**config.mk**
```make
export PLATFORM = sky130hd
export DESIGN_NAME = nor_flash_ecc_unit_model_top
export DESIGN_NICKNAME = d
export VERILOG_FILES = /design/src/nfecc_pkg.sv /design/src/nor_flash_ecc_unit_model_top.sv
export SDC_FILE = /design/constraint.sdc
export NUM_CORES = 2
export LEC_CHECK = 0
export ABC_AREA = 1
export BUFFER_PORTS_ARGS = -buffer_cell sky130_fd_sc_hd__buf_4
export CAP_MARGIN = 20
export CORE_ASPECT_RATIO = 0.8
export CORE_MARGIN = 4
export CORE_UTILIZATION = 45
export CTS_CLUSTER_DIAMETER = 120
export DETAILED_ROUTE_END_ITERATION = 16
export HOLD_SLACK_MARGIN = 0.08
export SYNTH_ARGS = -nofsm -noshare
export SYNTH_HDL_FRONTEND = slang
export SYNTH_SLANG_ARGS = --single-unit
```
**constraint.sdc**
```tcl
create_clock -name clk_i -period 9 [get_ports clk_i]
set_clock_uncertainty 0.15 [all_clocks]
set_input_delay 1.8 -clock clk_i [delete_from_list [all_inputs] [get_ports clk_i]]
set_output_delay 1.8 -clock clk_i [all_outputs]
set_load 0.01 [all_outputs]
```
**src/nfecc_pkg.sv**
```systemverilog
// Types, codes and constants for the NOR flash ECC unit model.
package nfecc_pkg;

  localparam int UNITS_PER_SECTOR_C = 8;
  localparam int SECTORS_C          = 2;
  localparam int CFG_IDX_W          = 2;
  localparam int CFG_DATA_W         = 16;

  localparam logic [CFG_IDX_W-1:0] CFG_CUT_ENABLE = 2'd0;
  localparam logic [CFG_IDX_W-1:0] CFG_CUT_INDEX  = 2'd1;
  localparam logic [CFG_IDX_W-1:0] CFG_CUT_MODE   = 2'd2;

  typedef enum logic [1:0] {
    OP_ERASE   = 2'd0,
    OP_PROGRAM = 2'd1,
    OP_READ    = 2'd2
  } op_e;

  typedef enum logic [1:0] {
    CUT_NOT_STARTED = 2'd0,
    CUT_PARTIAL     = 2'd1,
    CUT_COMPLETE    = 2'd2
  } cut_mode_e;

  typedef enum logic [2:0] {
    ST_CLEAR,
    ST_IDLE,
    ST_MODIFY,
    ST_ERASE,
    ST_FIN
  } state_e;

  typedef struct packed {
    logic [1:0]  op;
    logic        sector;
    logic [2:0]  unit;
    logic [63:0] data_low;
    logic [63:0] data_high;
  } in_t;

  typedef struct packed {
    logic [63:0] read_low;
    logic [63:0] read_high;
    logic        ecc_bad;
    logic        cut_hit;
  } out_t;

  typedef struct packed {
    logic        torn;
    logic        ecc_off;
    logic        prog;
    logic [63:0] hi;
    logic [63:0] lo;
  } entry_t;

  localparam entry_t ERASED_ENTRY = '{torn: 1'b0, ecc_off: 1'b0, prog: 1'b0,
                                      hi: '1, lo: '1};

endpackage

```
**src/nor_flash_ecc_unit_model_top.sv**
```systemverilog
// NOR flash ECC unit model: unit memory with read-modify-write sequencer.
//
//   channel  direction  handshake            payload
//   in       input      in_valid/in_stall    in_t (op, sector, unit, data)
//   out      output     out_valid/out_stall  out_t (read data, ecc_bad, cut_hit)
//   cfg      input      cfg_valid/cfg_ready  index, data
//
// Read and program pass through accept, memory read and result load; an item
// that writes nothing (cut not started, bad address, op three) goes from accept
// straight to result load. Erase writes one unit per cycle, N units in all
// (N = UNITS_PER_SECTOR_P, or half of it on a torn erase). After reset a clearing
// pass writes all SECTORS_P * UNITS_PER_SECTOR_P units before the first item is taken.
// A stalled result holds in the output register; the next item runs up to its own result load.
module nor_flash_ecc_unit_model_top
  import nfecc_pkg::*;
#(
  parameter int UNITS_PER_SECTOR_P = UNITS_PER_SECTOR_C,
  parameter int SECTORS_P          = SECTORS_C
) (
  input  logic                  clk_i,
  input  logic                  rst_ni,
  input  logic                  in_valid_i,
  output logic                  in_stall_o,
  input  in_t                   in_i,
  output logic                  out_valid_o,
  input  logic                  out_stall_i,
  output out_t                  out_o,
  input  logic                  cfg_valid_i,
  output logic                  cfg_ready_o,
  input  logic [CFG_IDX_W-1:0]  cfg_index_i,
  input  logic [CFG_DATA_W-1:0] cfg_data_i
);

  localparam int NUNITS = UNITS_PER_SECTOR_P * SECTORS_P;
  localparam int AW     = (NUNITS > 1) ? $clog2(NUNITS) : 1;
  localparam int UW     = $clog2(UNITS_PER_SECTOR_P);
  localparam logic [UW-1:0] LAST_FULL = UW'(UNITS_PER_SECTOR_P - 1);
  localparam logic [UW-1:0] LAST_HALF = UW'(UNITS_PER_SECTOR_P / 2 - 1);

  entry_t mem [NUNITS];
  entry_t rdata_q;
  logic   mem_we;
  logic [AW-1:0] mem_waddr;
  logic [AW-1:0] mem_raddr;
  entry_t mem_wdata;

  state_e state_q, state_d;

  logic        cut_enable_q;
  logic [15:0] cut_index_q;
  logic [1:0]  cut_mode_q;
  logic [15:0] op_count_q;
  logic        cut_done_q;

  logic [1:0]    op_q;
  logic [AW-1:0] addr_q;
  logic [AW-1:0] base_q;
  logic [63:0]   dlo_q, dhi_q;
  logic          partial_q;
  logic [UW-1:0] cnt_q;
  logic [AW-1:0] clr_q;
  out_t          res_q;
  out_t          out_q;
  logic          out_valid_q;

  logic          in_acc, sec_ok, unit_ok, counted, fire, skip, partial;
  logic [AW-1:0] base, addr;
  logic          erase_last, out_load;
  entry_t        prog_entry;

  assign in_acc  = in_valid_i && !in_stall_o;
  assign sec_ok  = 32'(in_i.sector) < SECTORS_P;
  assign unit_ok = 32'(in_i.unit) < UNITS_PER_SECTOR_P;
  assign counted = sec_ok && ((in_i.op == OP_ERASE) || ((in_i.op == OP_PROGRAM) && unit_ok));
  assign fire    = counted && cut_enable_q && !cut_done_q && (op_count_q == cut_index_q);
  assign skip    = fire && (cut_mode_q == CUT_NOT_STARTED);
  assign partial = fire && (cut_mode_q == CUT_PARTIAL);
  assign base    = in_i.sector ? AW'(UNITS_PER_SECTOR_P) : '0;
  assign addr    = base + AW'(in_i.unit);
  assign mem_raddr = addr;

  assign erase_last = cnt_q == (partial_q ? LAST_HALF : LAST_FULL);
  assign out_load   = (state_q == ST_FIN) && (!out_valid_q || !out_stall_i);

  always_comb begin
    prog_entry.lo      = rdata_q.lo & dlo_q;
    prog_entry.hi      = partial_q ? rdata_q.hi : (rdata_q.hi & dhi_q);
    prog_entry.prog    = 1'b1;
    prog_entry.torn    = rdata_q.torn | partial_q;
    prog_entry.ecc_off = rdata_q.ecc_off | rdata_q.prog;
  end

  // next state
  always_comb begin
    state_d = state_q;
    unique case (state_q)
      ST_CLEAR: begin
        if (clr_q == AW'(NUNITS - 1)) state_d = ST_IDLE;
      end
      ST_IDLE: begin
        if (in_acc) begin
          if (sec_ok && (in_i.op == OP_ERASE) && !skip) begin
            state_d = ST_ERASE;
          end else if (sec_ok && unit_ok && (in_i.op == OP_READ)) begin
            state_d = ST_MODIFY;
          end else if (sec_ok && unit_ok && (in_i.op == OP_PROGRAM) && !skip) begin
            state_d = ST_MODIFY;
          end else begin
            state_d = ST_FIN;
          end
        end
      end
      ST_MODIFY: state_d = ST_FIN;
      ST_ERASE: begin
        if (erase_last) state_d = ST_FIN;
      end
      ST_FIN: begin
        if (out_load) state_d = ST_IDLE;
      end
      default: state_d = ST_IDLE;
    endcase
  end

  // state outputs
  always_comb begin
    in_stall_o = 1'b1;
    mem_we     = 1'b0;
    mem_waddr  = addr_q;
    mem_wdata  = ERASED_ENTRY;
    unique case (state_q)
      ST_CLEAR: begin
        mem_we    = 1'b1;
        mem_waddr = clr_q;
      end
      ST_IDLE: in_stall_o = 1'b0;
      ST_MODIFY: begin
        mem_we    = (op_q == OP_PROGRAM);
        mem_wdata = prog_entry;
      end
      ST_ERASE: begin
        mem_we    = 1'b1;
        mem_waddr = base_q + AW'(cnt_q);
        if (partial_q && (cnt_q == '0)) begin
          mem_wdata.torn = 1'b1;
          mem_wdata.prog = 1'b1;
        end
      end
      ST_FIN: ;
      default: ;
    endcase
  end

  always_ff @(posedge clk_i) begin
    if (mem_we) mem[mem_waddr] <= mem_wdata;
    rdata_q <= mem[mem_raddr];
  end

  assign cfg_ready_o = 1'b1;
  assign out_valid_o = out_valid_q;
  assign out_o       = out_q;

  always_ff @(posedge clk_i or negedge rst_ni) begin
    if (!rst_ni) begin
      state_q      <= ST_CLEAR;
      clr_q        <= '0;
      cnt_q        <= '0;
      cut_enable_q <= 1'b0;
      cut_index_q  <= '0;
      cut_mode_q   <= CUT_COMPLETE;
      op_count_q   <= '0;
      cut_done_q   <= 1'b0;
      out_valid_q  <= 1'b0;
    end else begin
      state_q <= state_d;
      if (state_q == ST_CLEAR) clr_q <= clr_q + AW'(1);
      if (state_q == ST_ERASE) cnt_q <= erase_last ? '0 : cnt_q + UW'(1);
      if (cfg_valid_i && cfg_ready_o) begin
        unique case (cfg_index_i)
          CFG_CUT_ENABLE: cut_enable_q <= cfg_data_i[0];
          CFG_CUT_INDEX:  cut_index_q  <= cfg_data_i;
          CFG_CUT_MODE:   cut_mode_q   <= cfg_data_i[1:0];
          default: ;
        endcase
      end
      if (in_acc && counted) begin
        op_count_q <= op_count_q + 16'd1;
        if (fire) cut_done_q <= 1'b1;
      end
      if (out_load) begin
        out_valid_q <= 1'b1;
      end else if (!out_stall_i) begin
        out_valid_q <= 1'b0;
      end
    end
  end

  always_ff @(posedge clk_i) begin
    if (in_acc) begin
      op_q      <= in_i.op;
      addr_q    <= addr;
      base_q    <= base;
      dlo_q     <= in_i.data_low;
      dhi_q     <= in_i.data_high;
      partial_q <= partial;
      res_q     <= '{read_low: '0, read_high: '0, ecc_bad: 1'b0, cut_hit: fire};
    end
    if ((state_q == ST_MODIFY) && (op_q == OP_READ)) begin
      res_q.read_low  <= rdata_q.lo;
      res_q.read_high <= rdata_q.hi;
      res_q.ecc_bad   <= rdata_q.ecc_off | rdata_q.torn;
    end
    if (out_load) out_q <= res_q;
  end

endmodule

```
=== Word-level counts from Yosys, hierarchy flattened ===
Memories as Yosys holds them, arrays and structs flattened. A register that Yosys moved wholly into a read port is not among the register bits.
Index checks and enable logic that the tools add are counted.

* $add $sub $neg: 5
* Equality and inequality tests: 19
* Muxes and demuxes: 26
* Bitwise gates (word level): 5
* Reduce and logical (&&, ||, !) cells: 30

{| class="wikitable"
|+ Operator list
! operator !! number
|-
| 2-to-1 mux 130 bit || 1
|-
| 2-to-1 mux 129 bit || 1
|-
| bitwise AND 64 bit || 2
|-
| 2-to-1 mux 128 bit || 1
|-
| 2-to-1 mux 64 bit || 1
|-
| 2-to-1 mux 3 bit || 9
|-
| adder 16 x 1 -> 16 bit (second input constant) || 1
|-
| == test 16 bit || 1
|-
| case mux 3 bit (5 select lines) || 1
|-
| logical AND 1 bit || 12
|-
| adder 4 x 3 -> 4 bit || 2
|-
| == test 2 x 1 -> 1 bit (second input constant) || 4
|-
| != test 2 bit (second input constant) || 4
|-
| case mux 4 bit (2 select lines) || 1
|-
| AND reduction 2 bit || 4
|-
| 2-to-1 mux 1 bit || 7
|-
| == test 2 bit (second input constant) || 3
|-
| == test 3 x 2 -> 1 bit (second input constant) || 2
|-
| zero test 2 bit || 3
|-
| zero test 3 bit || 2
|-
| case mux 1 bit (2 select lines) || 3
|-
| adder 4 x 1 -> 4 bit (second input constant) || 1
|-
| == test 4 bit (second input constant) || 1
|-
| zero test 1 bit || 4
|-
| other kinds (11) || 14
|}

* Register bits: 446
* Memory bits (writable): 2096
* Output and inout bits: 133
* Logic and storage cells: 109
* Memories: 1

{| class="wikitable"
|+ Memory list
! name !! words !! width !! rd ports !! clocked after Yosys merged registers in !! write ports !! line !! RTL
|-
| mem || 16 || 131 || 1 || 1 || 1 || nor_flash_ecc_unit_model_top.sv:40 || <nowiki>entry_t mem [NUNITS];</nowiki>
|}

=== Logic depth before layout (Yosys ltp) ===
* Word-level depth: 13
* Gate-level depth with buffers: 11
* Mapped depth without buffers: 11

=== Worst setup path before layout ===
Ideal clock, no wire load.

* Path kind: input port to flip-flop
* From: in out_stall_i
* To: reg out_q, in the netlist out_o[0], enable pin
* Data arrival time: 7.297 ns
* Data required time: 8.230 ns
* Path slack: 0.933 ns
* Stages: 3
* Buffers on the path: 0
* Cells stage by stage: nand2_1 > inv_1 > nor2_1

* Longest elaborated chain between the ends: 3

{| class="wikitable"
|+ Ends and longest elaborated chain
! item !! line !! RTL
|-
| from (decl) || nor_flash_ecc_unit_model_top.sv:26 || <nowiki>input logic out_stall_i,</nowiki>
|-
| zero test 1 bit || - ||
|-
| logical OR 1 bit || nor_flash_ecc_unit_model_top.sv:83 || <nowiki>assign out_load = (state_q == ST_FIN) && (!out_valid_q || !out_stall_i);</nowiki>
|-
| logical AND 1 bit || nor_flash_ecc_unit_model_top.sv:83 ||
|-
| net out_load || nor_flash_ecc_unit_model_top.sv:68 || <nowiki>logic erase_last, out_load;</nowiki>
|-
| to (signal assigned) || nor_flash_ecc_unit_model_top.sv:212 || <nowiki>if (out_load) out_q <= res_q;</nowiki>
|-
| to (decl) || nor_flash_ecc_unit_model_top.sv:63 || <nowiki>out_t out_q;</nowiki>
|}

The timed path passes the listed nets, and every way through them passes these cells.
A chain may end at the register's enable or synchronous reset.

=== Final worst setup path ===
* From: reg state_q[2]
* To: mem mem[12][68] (netlist name), enable pin

* Longest elaborated chain between the ends: 5
* Elaborated cells on any way between the ends: 8
* Classes of those cells: eq/ne: 2; mux: 4; reduce/logical: 2

{| class="wikitable"
|+ Ends and longest elaborated chain
! item !! line !! RTL
|-
| from (decl) || nor_flash_ecc_unit_model_top.sv:47 || <nowiki>state_e state_q, state_d;</nowiki>
|-
| from (signal assigned) || nor_flash_ecc_unit_model_top.sv:174 || <nowiki>state_q <= state_d;</nowiki>
|-
| == test 3 x 2 -> 1 bit / zero test 3 bit (equally long branches) || nor_flash_ecc_unit_model_top.sv:130 || <nowiki>unique case (state_q)</nowiki>
|-
| OR reduction 2 bit (no line) || - ||
|-
| case mux 1 bit (2 select lines) || nor_flash_ecc_unit_model_top.sv:130 ||
|-
| 2-to-1 mux 1 bit || nor_flash_ecc_unit_model_top.sv:154 || <nowiki>if (mem_we) mem[mem_waddr] <= mem_wdata;</nowiki>
|-
| 2-to-1 mux 1 bit (not written as such) || nor_flash_ecc_unit_model_top.sv:154 ||
|-
| to (decl) || nor_flash_ecc_unit_model_top.sv:40 ||
|}

Parallel ways exist; a longest one is shown, timed or not.

==> results_dict.tcl <==
set metrics [dict create \
    synth_area_leader_cell "edfxtp_1" \
    period_share 0.4986 \
    wire_per_inst_um 24.73 \
    maxSlewViolCount 0 \
    synth_top_flop_cell "edfxtp_1" \
    synth-seq-cells 2669 \
    clkLatencyLatePin_ns 0.90 \
    die_area_mm2 0.2302 \
    dr.pass1.iters 5 \
    cp.arrival_ns 4.82 \
    timing.fmax_mhz 222.8 \
    outcome "finished clean" \
    die_x_um 535.4 \
    muxShareOfSynthArea 0.0003374 \
    p_leak_nw 35.95 \
    crit_path_max_fanout 41 \
    syn_area_per_cell_um2 14.09 \
    area.growth.synth_to_final_pct 13.42 \
    gr-total-overflow 0 \
    min_path_type "reg -> reg" \
    path_class "reg -> reg" \
    grt_max_degree 228 \
    hold_viol_final 0 \
    drt-vias-per-instance 5.728 \
    routed_wl_mm 258.5 \
    drv_cap 0 \
    drive_gt1_frac 0.1080 \
    coreArea_mm2 0.2208 \
    netlist_instances 7107 \
    rsz0062_at_grt "no" \
    synth_compound_area_frac 0.1123 \
    async_flop_share 0.01761 \
    relSlewSlack 0.2465 \
    post_cts_resized 0 \
    hold-path-cell-count 0 \
    synth-adder-area-share 0.0004998 \
    cts.htree.levels 5 \
    synth_nets 7268 \
    antenna_found_initial 0 \
    critPathMaxStageDelay_ns 0.86 \
    grt_pass1_vias 58510 \
    cts.sink_count 2669 \
    synth_top_family_by_area "compound AO/OA/AOI/OAI gates" \
    die_h_um 429.9 \
    multi_input_area_mm2 0.01867 \
    cts_buffers 280 \
    dp.cells 9974 \
    grt_pass1_wl_mm 381.9 \
    drc 0 \
    syn_area_mm2 0.1001 \
    dp_hpwl_mm 120.9 \
    cp_cell_sequence "inv_2, nand2_1, nor2_4, a31oi_1, nor2_1, nand2_1, nor2_4, buf_4, buf_4" \
    cts_tree "yes" \
    drtAntennaViolNets 0 \
    portBuffers 288 \
    ctsHoldBuffers 0 \
    final_cells 10460 \
    required_ns 9.33 \
    boundaryPins 290 \
    yosys.area_share.simple 0.06982 \
    synth_xor_area_frac 0.002012 \
    cpMaxStageDelayCell "buf_4" \
    finalSetupViolations 0 \
    synth.distinct_cells 45 \
    yosysTopAreaCellShare 0.7471 \
    dpl_cell_area_mm2 0.1049 \
    r2r_cells 9 \
    yosys_warnings 0 \
    cp-end-kind "flop" \
    finalCriticalPeriod_ns 4.488 \
    drtIter0Drc 5897 \
    finalCoreUtilization 0.5143 \
    final_cell_mix "edfxtp_1, nor2_1, o21ai_0, nand2_1, buf_4" \
    finalSetupTns_ns 0 \
    fill_cells 18490 \
    clk_pin_slew_ns 0.06 \
    power-per-cell-area_mw_per_mm2 283.1 \
    num_vias 59890 \
    fin_area_mm2 0.1136 \
    preCtsSetupSlack_ns 3.978 \
    synth.yosys.seq_area_share 0.7850 \
    fp-row-count 154 \
    place.gp.congestion 0.7784 \
    ir_drop_v 0.0002397 \
    grt_usage 0.2190 \
    cts_setup_buffers 0 \
    cts_buffer_depth 4 \
    seq_area_mm2 0.07860 \
    synthTopCellsByArea "edfxtp_1, o21ai_0, nor2_1" \
    nets 7454 \
    initial_utilization 0.4534 \
    final_common_cell "edfxtp_1" \
    fin_ws_ns 4.512 \
    root_buffer "clkbuf_16" \
    synth_edf_count 2491 \
    startpoint_type "flop" \
    tightest_slew_ns 1.130 \
]
==> cells in the mapped netlist (2+ instances only) <==
| cell type | instances |
|---|---|
| clkbuf_2 | 19 |
| nand3_1 | 88 |
| xor2_1 | 19 |
| dfrtp_1 | 46 |
| o21ai_0 | 1146 |
| nor3_1 | 9 |
| inv_2 | 4 |
| o31ai_1 | 2 |
| nand2_2 | 2 |
| buf_4 | 36 |
| mux2_2 | 3 |
| nor2_2 | 2 |
| nand4_1 | 8 |
| a21oi_1 | 18 |
| nor2_4 | 3 |
| or2_1 | 2 |
| buf_2 | 114 |
| a31oi_1 | 3 |
| o211ai_1 | 81 |
| ha_1 | 4 |
| o22ai_1 | 303 |
| o31ai_2 | 4 |
| o21ai_1 | 108 |
| buf_6 | 19 |
| buf_1 | 4 |
| nand2_4 | 2 |
| xnor2_1 | 4 |
| nand2_1 | 365 |
| o211ai_2 | 6 |
| nor2_1 | 1321 |
| o221ai_1 | 251 |
| edfxtp_1 | 2491 |
| inv_1 | 195 |
| clkbuf_1 | 284 |
| dfxtp_1 | 131 |
==> logic make-up after synthesis <==
group                    count (synthesis)
multiplexers                             3
other                                    1
AND/OR/NAND/NOR                       1806
buffers and inverters                  677
AO/OA/AOI/OAI                         1924
flip-flops                            2669
adder cells (fa/ha/maj)                  4
XOR/XNOR                                23
==> cell type report <==
cell class	count	area share
sequential	2669	0.6921
inverter	200	0.007040
antenna	1	0.00002204
clock inverter	97	0.006996
tap	2964	0.03266
multi-input combinational	3761	0.1644
clock buffer	382	0.06893
timing repair buffer	381	0.02781
==> report_power, final <==
| part | internal [mW] | switching, mW | total [mW] |
|---|---|---|---|
| combinational | 0.764 | 3.50 | 4.27 |
| clock | 6.43 | 4.55 | 11.0 |
| sequential | 16.4 | 0.530 | 16.9 |
| total | 23.6 | 8.59 | 32.2 |
==> layer usage <==
metal / track usage / part of all wire / vias to the layer above
met5: 0 / 0 / -
li1: - / - / 26800
met1: 0.3148 / 0.44 / 30470
met2: 0.3469 / 0.47 / 2151
met4: 0.06028 / 0.026 / 0
met3: 0.03671 / 0.070 / 465
==> final timing paths <==
kind | end | startpoint | slack (ns)
worst max-delay path | mem[12][68] | state_q[2] | 4.51
worst min-delay path | out_o[1] | res_q[1] | 0.25
worst max register to register | mem[12][68] | state_q[2] | 4.51
worst min register to register | out_o[1] | res_q[1] | 0.25
max in group asynchronous | cut_index_q[15] | rst_ni | 7.48
min in group asynchronous | cut_index_q[3] | rst_ni | 0.77
==> critical path, delay by kind of cell, from the launching register on <==
kind / cells / cell delay (ns)
buffers and inverters: 3 / 1.66
AOI/OAI and AO/OA: 1 / 0.26
and+or+nand+nor: 5 / 1.44
DFF: 1 / 0.46
==> state kept, by name (all words and copies together) (netlist names), 2 cells and up <==
register / flops
cut_index_q: 16
dlo_q: 64
res_q: 130
op_q: 2
cut_mode_q: 2
dhi_q: 64
cnt_q: 3
rdata_q: 131
mem: 2096
op_count_q: 16
clr_q: 4
addr_q: 3
state_q: 3
out_o: 130
==> metrics by stage <==
stage / hold slack [ns] / power (mW)
4_1_cts: 0.2565 / 32.43
2_1_floorplan: 0.2503 / 19.57
6_report: 0.2494 / 32.15
3_5_place_dp: 0.2545 / 21.47
5_1_grt: 0.2697 / 33.38
3_3_place_gp: 0.2522 / 21.37
Note: power is estimated with default switching activity, not from simulation.
